--- src/rtl/pcd_pkg.sv ---
`timescale 1ns / 1ps
// ----------------------------------------------------------------------------
// pcd_pkg : shared types and constants of the particle charge decoder
// Holds the result and status codes, the decimal split constants and the
// quark-digit charge helpers used by the decode stages.
// ----------------------------------------------------------------------------
package pcd_pkg;

    // status codes
    localparam logic [1:0] ST_TABLE    = 2'd0;
    localparam logic [1:0] ST_COMPOSED = 2'd1;
    localparam logic [1:0] ST_ZERO     = 2'd2;
    localparam logic [1:0] ST_MISSING  = 2'd3;

    // composition kinds
    localparam logic [2:0] KIND_TABLE   = 3'd0;
    localparam logic [2:0] KIND_SPECIAL = 3'd1;
    localparam logic [2:0] KIND_MESON   = 3'd2;
    localparam logic [2:0] KIND_DIQUARK = 3'd3;
    localparam logic [2:0] KIND_PENTA   = 3'd4;
    localparam logic [2:0] KIND_BARYON  = 3'd5;

    // explicit table codes
    localparam logic [31:0] ID_EXC_D    = 32'd4000001;
    localparam logic [31:0] ID_EXC_U    = 32'd4000002;
    localparam logic [31:0] ID_EXC_E    = 32'd4000011;
    localparam logic [31:0] ID_EXC_NUE  = 32'd4000012;
    localparam logic [31:0] ID_SPEC_990 = 32'd990;
    localparam logic [31:0] ID_SPEC_999 = 32'd9990;
    localparam logic [31:0] ID_GEN_LO   = 32'd81;
    localparam logic [31:0] ID_GEN_HI   = 32'd100;

    // split of the magnitude at the millions digit: floor(x / 10^7) by
    // reciprocal multiply, exact for any 32-bit x
    localparam logic [31:0] DEC7       = 32'd10000000;
    localparam int          Q7_SHIFT   = 56;
    localparam int          Q7_W       = 8;
    localparam logic [32:0] Q7_RECIP   =
        33'(((64'd1 << 56) + 64'd9999999) / 64'd10000000);

    // low part below 10^7: floor(x / 10^k), k = 1..6, exact for 24-bit x
    localparam int REM_W   = 24;
    localparam int QUOT_W  = 20;
    localparam int N_QUOT  = 6;
    localparam int REM_SHIFT [N_QUOT] = '{28, 31, 34, 38, 41, 44};
    localparam logic [24:0] REM_RECIP [N_QUOT] = '{
        25'(((64'd1 << 28) + 64'd9) / 64'd10),
        25'(((64'd1 << 31) + 64'd99) / 64'd100),
        25'(((64'd1 << 34) + 64'd999) / 64'd1000),
        25'(((64'd1 << 38) + 64'd9999) / 64'd10000),
        25'(((64'd1 << 41) + 64'd99999) / 64'd100000),
        25'(((64'd1 << 44) + 64'd999999) / 64'd1000000)
    };

    typedef logic [3:0] t_digit;

    // digits of the magnitude from tens up to millions
    typedef struct packed {
        t_digit n;
        t_digit r;
        t_digit l;
        t_digit q1;
        t_digit q2;
        t_digit q3;
    } t_digits;

    // per-request sideband that travels beside the digit split
    typedef struct packed {
        logic              neg;
        logic              zero;
        logic              hit;
        logic signed [2:0] tab;
    } t_side;

    typedef struct packed {
        logic signed [4:0] charge;
        logic [1:0]        status;
        logic [2:0]        kind;
    } t_result;

    // charge of one quark digit in thirds of e (zero digit handled apart)
    function automatic logic signed [4:0] quark_thirds(input t_digit d);
        logic signed [4:0] t;
        if (d == 4'd0 || d == 4'd9) begin
            t = 5'sd0;
        end else if (d[0]) begin
            t = -5'sd1;
        end else begin
            t = 5'sd2;
        end
        return t;
    endfunction

    // round a sum of thirds to a whole e, times 3 (sum lies in -5..10)
    function automatic logic signed [4:0] round_thirds(input logic signed [4:0] s);
        logic signed [4:0] r;
        if (s > 5'sd7) begin
            r = 5'sd9;
        end else if (s > 5'sd4) begin
            r = 5'sd6;
        end else if (s > 5'sd1) begin
            r = 5'sd3;
        end else if (s > -5'sd2) begin
            r = 5'sd0;
        end else if (s > -5'sd5) begin
            r = -5'sd3;
        end else begin
            r = -5'sd6;
        end
        return r;
    endfunction

endpackage

--- src/rtl/particle_id_charge_decode_core.sv ---
`timescale 1ns / 1ps
// ----------------------------------------------------------------------------
// particle_id_charge_decode_core : particle code to electric charge decoder
// Decodes one signed particle numbering code per request into its charge in
// thirds of e, with a status and the composition kind used.
// ----------------------------------------------------------------------------
// Usage
//   Request channel: drive i_particle_id and raise i_start. A request is
//   taken on every rising edge where i_start is high and o_busy is low;
//   o_busy is held low, so a request may be issued on every cycle.
//   Result channel: o_done pulses high for one cycle with o_charge_thirds,
//   o_status and o_kind valid in that same cycle. Results leave in request
//   order, one per request.
//   Throughput: one request per cycle. The stage chain is the input
//   register, magnitude, split at 10^7, remainder, power-of-ten
//   quotients, and the result register.
//   Reset: i_rst_n low on a rising edge clears every in-flight request;
//   no o_done follows for requests taken before reset.
//   The receiver cannot stall: a result is shown once and then dropped.
// ----------------------------------------------------------------------------
module particle_id_charge_decode_core (
    input  logic              i_clk,
    input  logic              i_rst_n,
    input  logic              i_start,
    output logic              o_busy,
    input  logic signed [31:0] i_particle_id,
    output logic              o_done,
    output logic signed [4:0] o_charge_thirds,
    output logic [1:0]        o_status,
    output logic [2:0]        o_kind
);
    import pcd_pkg::*;

    localparam int N_VLD = 5;

    logic              accept;
    logic [N_VLD-1:0]  r_vld;
    logic [N_VLD-1:0]  n_vld;
    logic              r_done;

    logic [31:0]       r_id;
    logic [31:0]       r_mag;
    logic              r_neg;
    logic              r_zero;

    logic              tab_hit;
    logic signed [2:0] tab_thirds;
    t_side             side1;
    t_side             r_side2;
    t_side             r_side3;
    t_side             r_side4;

    t_digits           digits;
    t_result           res_next;
    t_result           r_res;

    // no internal back-pressure: every request is taken
    assign o_busy = 1'b0;
    assign accept = i_start && !o_busy;

    // advance the valid chain one stage per cycle
    assign n_vld = {r_vld[N_VLD-2:0], accept};

    always_ff @(posedge i_clk) begin
        if (!i_rst_n) begin
            r_vld  <= '0;
            r_done <= 1'b0;
        end else begin
            r_vld  <= n_vld;
            r_done <= r_vld[N_VLD-1];
        end
    end

    // input register, then magnitude and sign flags
    always_ff @(posedge i_clk) begin
        if (accept) begin
            r_id <= i_particle_id;
        end
        r_mag  <= r_id[31] ? (32'd0 - r_id) : r_id;
        r_neg  <= r_id[31];
        r_zero <= (r_id == 32'd0);
    end

    pcd_table u_table (
        .i_mag    (r_mag),
        .i_neg    (r_neg),
        .o_hit    (tab_hit),
        .o_thirds (tab_thirds)
    );

    assign side1.neg  = r_neg;
    assign side1.zero = r_zero;
    assign side1.hit  = tab_hit;
    assign side1.tab  = tab_thirds;

    // hold the sideband in step with the digit split stages
    always_ff @(posedge i_clk) begin
        r_side2 <= side1;
        r_side3 <= r_side2;
        r_side4 <= r_side3;
    end

    pcd_digit_split u_split (
        .i_clk    (i_clk),
        .i_mag    (r_mag),
        .o_digits (digits)
    );

    pcd_compose u_compose (
        .i_digits (digits),
        .i_side   (r_side4),
        .o_result (res_next)
    );

    // result register
    always_ff @(posedge i_clk) begin
        r_res <= res_next;
    end

    assign o_done          = r_done;
    assign o_charge_thirds = r_res.charge;
    assign o_status        = r_res.status;
    assign o_kind          = r_res.kind;

    // every accepted request comes out after the fixed latency
    a_latency_fwd: assert property (@(posedge i_clk) disable iff (!i_rst_n)
        accept |-> ##6 o_done)
        else $error("accepted request produced no result");

    // no result without a matching request
    a_latency_bwd: assert property (@(posedge i_clk) disable iff (!i_rst_n)
        o_done |-> $past(accept, 6))
        else $error("result without request");

    // error outcomes carry no charge
    a_err_charge: assert property (@(posedge i_clk) disable iff (!i_rst_n)
        (o_done && (o_status == ST_ZERO || o_status == ST_MISSING))
        |-> (o_charge_thirds == 5'sd0))
        else $error("charge on error status");

    // table and zero outcomes report the table kind
    a_table_kind: assert property (@(posedge i_clk) disable iff (!i_rst_n)
        (o_done && (o_status == ST_TABLE || o_status == ST_ZERO))
        |-> (o_kind == KIND_TABLE))
        else $error("kind set on table or zero outcome");

endmodule

--- src/rtl/pcd_table.sv ---
`timescale 1ns / 1ps
// ----------------------------------------------------------------------------
// pcd_table : fixed code table match
// Matches the code magnitude against the explicit table and gives the
// charge in thirds of e for a hit, before any antiparticle sign flip.
// ----------------------------------------------------------------------------
module pcd_table (
    input  logic [31:0]       i_mag,
    input  logic              i_neg,
    output logic              o_hit,
    output logic signed [2:0] o_thirds
);
    import pcd_pkg::*;

    always_comb begin
        o_hit    = 1'b1;
        o_thirds = 3'sd0;
        case (i_mag) inside
            32'd1, 32'd3, 32'd5, 32'd7, ID_EXC_D: begin
                o_thirds = -3'sd1;
            end
            32'd2, 32'd4, 32'd6, 32'd8, ID_EXC_U: begin
                o_thirds = 3'sd2;
            end
            32'd11, 32'd13, 32'd15, 32'd17, ID_EXC_E: begin
                o_thirds = -3'sd3;
            end
            32'd24, 32'd34, 32'd37: begin
                o_thirds = 3'sd3;
            end
            32'd9, 32'd12, 32'd14, 32'd16, 32'd18, ID_EXC_NUE,
            32'd21, 32'd22, 32'd23, 32'd25, 32'd32, 32'd33,
            32'd35, 32'd36, 32'd39, 32'd41, 32'd42,
            32'd110, ID_SPEC_990, ID_SPEC_999: begin
                o_thirds = 3'sd0;
            end
            [ID_GEN_LO:ID_GEN_HI]: begin
                // generator codes count only for particles
                o_hit = !i_neg;
            end
            default: begin
                o_hit = 1'b0;
            end
        endcase
    end

endmodule

--- src/rtl/pcd_digit_split.sv ---
`timescale 1ns / 1ps
// ----------------------------------------------------------------------------
// pcd_digit_split : pipelined decimal digit extraction
// Three register stages: quotient by 10^7, remainder below 10^7, then the
// six quotients by powers of ten. Digits follow from adjacent quotients.
// ----------------------------------------------------------------------------
module pcd_digit_split (
    input  logic            i_clk,
    input  logic [31:0]     i_mag,
    output pcd_pkg::t_digits o_digits
);
    import pcd_pkg::*;

    logic [64:0]        q7_prod;
    logic [31:0]        r_mag;
    logic [Q7_W-1:0]    r_q7;
    logic [31:0]        rem_full;
    logic [REM_W-1:0]   r_rem;
    logic [63:0]        quot_prod [N_QUOT];
    logic [QUOT_W-1:0]  r_quot [N_QUOT];
    t_digit             dig [N_QUOT];

    assign q7_prod  = 65'(i_mag) * 65'(Q7_RECIP);
    assign rem_full = r_mag - 32'(r_q7) * DEC7;

    always_ff @(posedge i_clk) begin
        r_mag <= i_mag;
        r_q7  <= q7_prod[Q7_SHIFT +: Q7_W];
        r_rem <= rem_full[REM_W-1:0];
    end

    for (genvar g = 0; g < N_QUOT; g++) begin : g_quot
        assign quot_prod[g] = 64'(r_rem) * 64'(REM_RECIP[g]);

        always_ff @(posedge i_clk) begin
            r_quot[g] <= quot_prod[g][REM_SHIFT[g] +: QUOT_W];
        end

        // digit = quotient minus ten times the next quotient
        if (g == N_QUOT - 1) begin : g_top
            assign dig[g] = r_quot[g][3:0];
        end else begin : g_mid
            logic [QUOT_W+3:0] diff;
            assign diff = (QUOT_W+4)'(r_quot[g])
                        - (((QUOT_W+4)'(r_quot[g+1]) << 3)
                        +  ((QUOT_W+4)'(r_quot[g+1]) << 1));
            assign dig[g] = diff[3:0];
        end
    end

    assign o_digits.q3 = dig[0];
    assign o_digits.q2 = dig[1];
    assign o_digits.q1 = dig[2];
    assign o_digits.l  = dig[3];
    assign o_digits.r  = dig[4];
    assign o_digits.n  = dig[5];

endmodule

--- src/rtl/pcd_compose.sv ---
`timescale 1ns / 1ps
// ----------------------------------------------------------------------------
// pcd_compose : charge composition
// Picks the composition from the digit pattern, sums quark charges, rounds
// to whole e and applies the sign, zero-id, missing-quark and table outcomes.
// ----------------------------------------------------------------------------
module pcd_compose (
    input  pcd_pkg::t_digits i_digits,
    input  pcd_pkg::t_side   i_side,
    output pcd_pkg::t_result o_result
);
    import pcd_pkg::*;

    logic signed [4:0] sum;
    logic signed [4:0] rounded;
    logic              miss;
    logic [2:0]        kind;

    always_comb begin
        sum  = 5'sd0;
        miss = 1'b0;
        kind = KIND_TABLE;
        if (i_digits.n == 4'd9 && i_digits.r == 4'd9) begin
            kind = KIND_SPECIAL;
        end else if (i_digits.q1 == 4'd0) begin
            kind = KIND_MESON;
            sum  = quark_thirds(i_digits.q2) - quark_thirds(i_digits.q3);
            miss = (i_digits.q2 == 4'd0) || (i_digits.q3 == 4'd0);
        end else if (i_digits.q3 == 4'd0) begin
            kind = KIND_DIQUARK;
            sum  = quark_thirds(i_digits.q2) + quark_thirds(i_digits.q1);
            miss = (i_digits.q2 == 4'd0);
        end else if (i_digits.n == 4'd9) begin
            kind = KIND_PENTA;
            sum  = quark_thirds(i_digits.r) + quark_thirds(i_digits.l)
                 + quark_thirds(i_digits.q1) + quark_thirds(i_digits.q2)
                 + quark_thirds(i_digits.q3);
            miss = (i_digits.r == 4'd0) || (i_digits.l == 4'd0)
                || (i_digits.q2 == 4'd0);
        end else begin
            kind = KIND_BARYON;
            sum  = quark_thirds(i_digits.q1) + quark_thirds(i_digits.q2)
                 + quark_thirds(i_digits.q3);
            miss = (i_digits.q2 == 4'd0);
        end
    end

    assign rounded = round_thirds(sum);

    always_comb begin
        o_result.charge = 5'sd0;
        o_result.status = ST_COMPOSED;
        o_result.kind   = KIND_TABLE;
        if (i_side.zero) begin
            o_result.status = ST_ZERO;
        end else if (i_side.hit) begin
            o_result.status = ST_TABLE;
            o_result.charge = i_side.neg ? -5'(i_side.tab) : 5'(i_side.tab);
        end else begin
            o_result.kind = kind;
            if (miss) begin
                o_result.status = ST_MISSING;
            end else begin
                o_result.charge = i_side.neg ? -rounded : rounded;
            end
        end
    end

endmodule
--- config.mk ---
export PLATFORM = sky130hd
export DESIGN_NAME = particle_id_charge_decode_core
export DESIGN_NICKNAME = d
export VERILOG_FILES = /design/src/rtl/pcd_pkg.sv /design/src/rtl/particle_id_charge_decode_core.sv /design/src/rtl/pcd_table.sv /design/src/rtl/pcd_digit_split.sv /design/src/rtl/pcd_compose.sv
export SDC_FILE = /design/constraint.sdc
export NUM_CORES = 2
export LEC_CHECK = 0
export ABC_CLOCK_PERIOD_IN_PS = 6710
export BUFFER_PORTS_ARGS = -buffer_cell sky130_fd_sc_hd__buf_2
export CAP_MARGIN = 30
export CORE_MARGIN = 5
export CORE_UTILIZATION = 55
export CTS_BUF_LIST = sky130_fd_sc_hd__clkbuf_4 sky130_fd_sc_hd__clkbuf_8
export DETAILED_ROUTE_END_ITERATION = 12
export PLACE_DENSITY = 0.73
export SETUP_SLACK_MARGIN = 0.05
export SYNTH_ARGS = -nofsm -noshare
export SYNTH_HDL_FRONTEND = slang
export SYNTH_SLANG_ARGS = --single-unit
export TNS_END_PERCENT = 20
--- constraint.sdc ---
create_clock -name i_clk -period 6.71 [get_ports i_clk]
set_clock_uncertainty 0.05 [all_clocks]
set_input_delay 1.6775 -clock i_clk [delete_from_list [all_inputs] [get_ports i_clk]]
set_output_delay 1.6775 -clock i_clk [all_outputs]
set_load 0.005 [all_outputs]
Word level (Yosys, flattened, before mapping)
Memories as Yosys holds them, arrays and structs flattened.
Index checks and enable logic that the tools add are counted.
{"block": "totals", "regBits": 156, "latchBits": 0, "mem_bits_rw": 120, "mem_bits_ro": 0, "out_inout_bits": 12, "wordCells": 216, "mem_count": 1}
{"memory": "u_split.r_quot", "words": 6, "width": 20, "rd": 6, "rd_ports_with_merged_regs": 0, "wr": 6, "line": "pcd_digit_split.sv:20", "rtl": "logic [QUOT_W-1:0] r_quot [N_QUOT];"}
{"block": "classes", "add_sub_neg": 22, "n_mul": 8, "n_div": 0, "order_cmp": 7, "n_eq_ne": 44, "n_shift": 0, "mux": 79, "n_bitwise": 0, "n_reduce_logical": 26}
{"op": "2-to-1 mux 5 bit", "count": 63}
{"op": "== test 32 x 6 -> 1 bit, second input constant", "count": 9}
{"op": "== test 32 x 5 -> 1 bit, second input constant", "count": 8}
{"op": "== test 32 x 4 -> 1 bit, second input constant", "count": 7}
{"op": "multiplier 24 x 25 -> 49 bit, second input constant", "count": 4}
{"op": "== test 32 x 22 -> 1 bit, second input constant", "count": 4}
{"op": "== test 32 x 3 -> 1 bit, second input constant", "count": 4}
{"op": "== test 32 x 2 -> 1 bit, second input constant", "count": 2}
{"op": "multiplier 32 x 31 -> 62 bit, second input constant", "count": 1}
{"op": "multiplier 24 x 24 -> 48 bit, second input constant", "count": 1}
{"op": "multiplier 24 x 24 -> 47 bit, second input constant", "count": 1}
{"op": "OR reduction 38 bit", "count": 1}
{"op": "adder 5 bit", "count": 7}
{"op": "== test 32 x 1 -> 1 bit, second input constant", "count": 1}
{"op": "== test 32 x 10 -> 1 bit, second input constant", "count": 1}
{"op": "== test 32 x 14 -> 1 bit, second input constant", "count": 1}
{"op": "== test 32 x 7 -> 1 bit, second input constant", "count": 1}
{"op": "greater-or-equal comparator 32 x 7 -> 1 bit, second input constant", "count": 1}
{"op": "<= comparator 32 x 7 -> 1 bit, second input constant", "count": 1}
{"op": "logical NOT 32 bit", "count": 1}
{"op": "subtractor 1 x 32 -> 32 bit, first input constant", "count": 1}
{"op": "2-to-1 mux 31 bit", "count": 1}
{"op": "== test 4 bit, second input constant", "count": 6}
{"op": "subtractor 24 bit", "count": 1}
{"op": "other kinds (20)", "count": 58}

Logic depth before layout (Yosys ltp)
An unclocked memory read counts as a cell.
{"block": "logic_depth", "ltp_word": 28, "depth_mapped": 29}

By module
A second synthesis with hierarchy kept.
{"block": "unflattened", "cells_unflattened": 6650, "area_unflattened_um2": 70532.6}
{"mod": "pcd_digit_split", "n_inst": 1, "cells_per_inst": 6166, "area_each_um2": 65449.0, "seq_area_each_um2": 1601.5}
{"mod": "particle_id_charge_decode_core", "n_inst": 1, "cells_per_inst": 213, "area_each_um2": 3156.8, "seq_area_each_um2": 2322.2}
{"mod": "pcd_compose", "n_inst": 1, "cells_per_inst": 184, "area_each_um2": 1400.1, "seq_area_each_um2": 0.0}
{"mod": "pcd_table", "n_inst": 1, "cells_per_inst": 87, "area_each_um2": 526.8, "seq_area_each_um2": 0.0}

Least setup slack after synthesis
Ideal clock, no wire load.
{"block": "synth_path", "path_kind": "flip-flop to flip-flop", "start": "reg u_split.r_rem[4]", "end": "mem u_split.r_quot[3][3]", "arrival_time_ps": 6841, "t_required_ps": 6539, "path_slack_ps": -301, "path_stages_with_launch": 22, "synth_period_minus_slack_ps": 7011, "cell_sequence": "dfxtp_1 -> inv_1 -> ha_1 -> inv_1 -> fa_1 -> fa_1 -> inv_1 -> fa_1 -> fa_1 -> inv_1 -> fa_1 -> fa_1 -> ha_1 -> nand4_1 -> nor2_1 -> and3_1 -> o211ai_1 -> or3b_1 -> a41o_1 -> o41ai_2 -> o21bai_1 -> xnor2_1"}
{"element": "start, declared", "line": "pcd_digit_split.sv:18", "rtl": "logic [REM_W-1:0] r_rem;"}
{"element": "start signal, assigned", "line": "pcd_digit_split.sv:29", "rtl": "r_rem <= rem_full[REM_W-1:0];"}
{"element": "end, declared", "line": "pcd_digit_split.sv:20"}

Worst setup path in the final report
{"block": "layout_path", "start": "reg r_mag[10]", "end": "reg u_split.r_q7[7]"}
{"block": "layout_via", "elab_chain_cells": 1}
{"element": "start, declared", "line": "particle_id_charge_decode_core.sv:42", "rtl": "logic [31:0] r_mag;"}
{"element": "start signal, assigned", "line": "particle_id_charge_decode_core.sv:79", "rtl": "r_mag <= r_id[31] ? (32'd0 - r_id) : r_id;"}
{"element": "multiplier 32 x 31 -> 62 bit", "line": "pcd_digit_split.sv:23", "rtl": "assign q7_prod = 65'(i_mag) * 65'(Q7_RECIP);"}
{"element": "via u_split.q7_prod[63]", "line": "pcd_digit_split.sv:14", "rtl": "logic [64:0] q7_prod;"}
{"element": "end signal, assigned", "line": "pcd_digit_split.sv:28", "rtl": "r_q7 <= q7_prod[Q7_SHIFT +: Q7_W];"}
{"element": "end, declared", "line": "pcd_digit_split.sv:16", "rtl": "logic [Q7_W-1:0] r_q7;"}
The timed path passes the listed nets, and every way through them passes these cells.
A chain may end at the register's enable or synchronous reset.

==> run metrics <==
DR DRC count 0; Setup CP Type register to register; pre-CTS WS -627 ps; period utilization 1.04; Die Y-Extent around 370 um; GP Congestion ~1.1; layout cell share with drive strength beyond 1 0.147; first-pass GRT wire length 355000 um; Layout fillers 10.5k; Overflow after GRT 0; core footprint 127000 sq um; CP required 7210 ps; TritonCTS Sinks 180; EDFF count, synth 32; Hold Path Class register to register; # Max-Cap Violations 0; failing checks setup timing; Post-Syn Area roughly 70000 sq um; Yosys Warn Count 0; total track usage 0.364; max-slew violation count 0; Worst setup EP type register; top layer in use met5; Slew @ Worst Pin 949 ps; Setup-failing EPs final 9; Max FO, Critical Path 6; Syn-to-layout area delta 14.2%; initial antenna violation count 8; critical path arrival 7500 ps; wire per inst 26.0 um; fin crit period 7000 ps; Die W 368 um; Critical Path Source Type register; Detail Route Antenna Nets 0; sequential cell area approximately 4000 sq um; min setup slack post-route -290 ps; Most used DFF post-synth dfxtp_1; Cells after Synth 6596; H-tree levels 4; setup_tns -1660 ps; I/O pins 47; asr flop ratio synth 0; sequential area share after synthesis 0.0558; Unique masters post-synth 93; Clock Path Buffers 2; routed wl met3 16100 um; row cnt 131; 1st-pass router iterations 5; Achievable Freq 143 MHz; pin count of the biggest net entering global routing 35; Slew Limit Headroom 0.364; CTS tree built; WL final 238000 um; synthesized area per cell 10.7 sq um; final hold vios 0; Initial Utilization 0.552; DR WL met2 116000 um; FF+latch count, synth 180; hpwl dp 217000 um; clk_lat worst skew 620 ps; fin nets ~11k; # hold bufs at CTS 0; Cell Count Post-Placement 9106; RSZ-0062 raised after global routing true; DR vias/cell around 5.4; CTS Root Cell clkbuf_8; M1 wire length between 80000 and 90000 um; Port Buffer Count 45; CTS Buf Count 17; Finished Layout Cells 9151; DIE AREA roughly 140000 sq um; vias in the first global route 55.8k; drt initial violations 3604; total number of vias approximately 49k; Mapped Nets 9699; clk slew on worst S/H paths 130 ps; multi-input combinational cell area 58200 sq um; status complete, but fails checks
-- kinds of logic (layout without fill, tap and decap cells) --
family | count (synthesis) | after routing | share of synthesized area
flip-flops | 180 | 180 | 0.0558
other | 1 | 5 | 0.0000533
buffers and inverters | 2349 | 3238 | 0.126
XOR/XNOR | 177 | 177 | 0.0225
AO/OA/AOI/OAI | 418 | 418 | 0.0417
adder cells (fa/ha/maj) | 3068 | 3068 | 0.723
multiplexers | 10 | 10 | 0.00144
AND/OR/NAND/NOR | 393 | 393 | 0.0296
-- cells in the mapped netlist (6+ instances only) --
cell / n / share of area
inv_1: 2333 / 0.12
fa_1: 1662 / 0.47
ha_1: 1406 / 0.25
dfxtp_1: 148 / 0.042
xnor2_1: 138 / 0.017
a21oi_1: 96 / 0.0068
nor2_1: 80 / 0.0043
nand2_1: 77 / 0.0041
o21ai_0: 66 / 0.0047
a21o_1: 54 / 0.0058
nand3_1: 47 / 0.0033
xor2_1: 37 / 0.0046
edfxtp_1: 32 / 0.014
nor3_1: 30 / 0.0021
nand4_1: 28 / 0.0025
o21a_1: 26 / 0.0028
and3_1: 21 / 0.0019
or3_1: 19 / 0.0017
a211oi_1: 18 / 0.0019
nor2b_1: 16 / 0.0014
a31oi_1: 14 / 0.0012
nand2b_1: 14 / 0.0012
o211ai_1: 14 / 0.0015
and2_1: 12 / 0.0011
clkbuf_1: 11 / 0.00059
o21bai_1: 11 / 0.0012
o31ai_1: 11 / 0.0012
a2111oi_0: 9 / 0.0011
a221oi_1: 9 / 0.0011
mux2i_1: 9 / 0.0013
o2111ai_1: 9 / 0.0011
or3_4: 9 / 0.0014
or2_2: 8 / 0.00071
a211o_1: 7 / 0.00087
o21ai_2: 7 / 0.00087
o221ai_1: 6 / 0.00075
-- final timing paths --
| path | startpoint | to | slack, ps | depth (start not counted) |
|---|---|---|---|---|
| hold / removal | u_split.r_mag[4]$_DFF_P_ | u_split.r_rem[4]$_DFF_P_ | 280 | 0 |
| setup / recovery | r_mag[10]$_DFF_P_ | u_split.r_q7[7]$_DFF_P_ | -290 | 25 |
| hold reg to reg | u_split.r_mag[4]$_DFF_P_ | u_split.r_rem[4]$_DFF_P_ | 280 | 0 |
| setup reg to reg | r_mag[10]$_DFF_P_ | u_split.r_q7[7]$_DFF_P_ | -290 | 25 |
-- layout by cell type, fill, tap and decap left out, drive strengths merged, types with 17 or more instances in the layout --
cell | synthesis | layout
buf | 4 | 873
dfxtp | 148 | 148
edfxtp | 32 | 32
ha | 1406 | 1406
and3 | 22 | 22
o21ai | 74 | 74
nor2 | 81 | 81
a211oi | 18 | 18
a21oi | 98 | 98
inv | 2333 | 2342
fa | 1662 | 1662
or3 | 28 | 28
a21o | 54 | 54
nand3 | 48 | 48
o21a | 27 | 27
xor2 | 37 | 37
xnor2 | 138 | 138
nand4 | 28 | 28
nand2 | 77 | 77
nor3 | 30 | 30
clkbuf | 12 | 17
-- per-stage QoR --
stage               hold WS [ps]  cell area (sq um)   util
floorplan                    260              70300      -
global placement             260              79000  0.620
detailed placement           262              79000  0.620
CTS                          286              80000  0.628
global route                 297              80300  0.631
finish                       284              80300  0.631
-- routing by layer --
metal	vias up	global-route usage
met5	-	0
met4	4	0.218
met3	667	0.0567
met2	1923	0.621
met1	25300	0.437
li1	21600	-
-- area by class of cell --
class,count,area share
diodes,4,0.000125
flip-flops and latches,180,0.0500
repair buffers,873,0.0847
multi-input cells,4067,0.725
inverters,2333,0.109
clock buffers,17,0.00291
clock inverters,15,0.00265
well taps,1662,0.0259
-- sequential cells by signal (all words and copies together) (netlist names) --
register and cells:
r_zero 1, r_id 32, o_done 1, r_neg 1, r_side2 6, o_charge_thirds 5
u_split.r_quot 24, r_side3 6, r_side4 6, u_split.r_rem 24, u_split.r_q7 8, o_kind 3
o_status 2, u_split.r_mag 24, r_vld 5, r_mag 32
-- critical path, stage by stage (launching register included) --
cell	delay, ps
dfxtp_4	390
buf_4	140
buf_4	130
ha_1	320
buf_4	150
fa_1	530
inv_1	50
fa_2	490
fa_1	640
fa_1	460
fa_1	510
inv_1	60
fa_1	460
ha_1	290
ha_1	300
nand4_1	230
nor4_2	280
buf_4	180
o221ai_4	130
nor3_4	220
a221oi_2	100
a21oi_2	200
buf_12	160
a211oi_4	70
o31ai_2	260
xnor2_1	140
-- timing repair --
| item | in CTS | in global routing |
|---|---|---|
| pin swaps | 54 | 33 |
| endpoints found under the setup margin | 30 | 34 |
| gates resized for setup | 123 | 76 |
| buffers inserted | 9 | 0 |
Power is left out: the tool's default activity adds up to more than one toggle a clock period on the data nets, which glitch-free logic cannot reach.
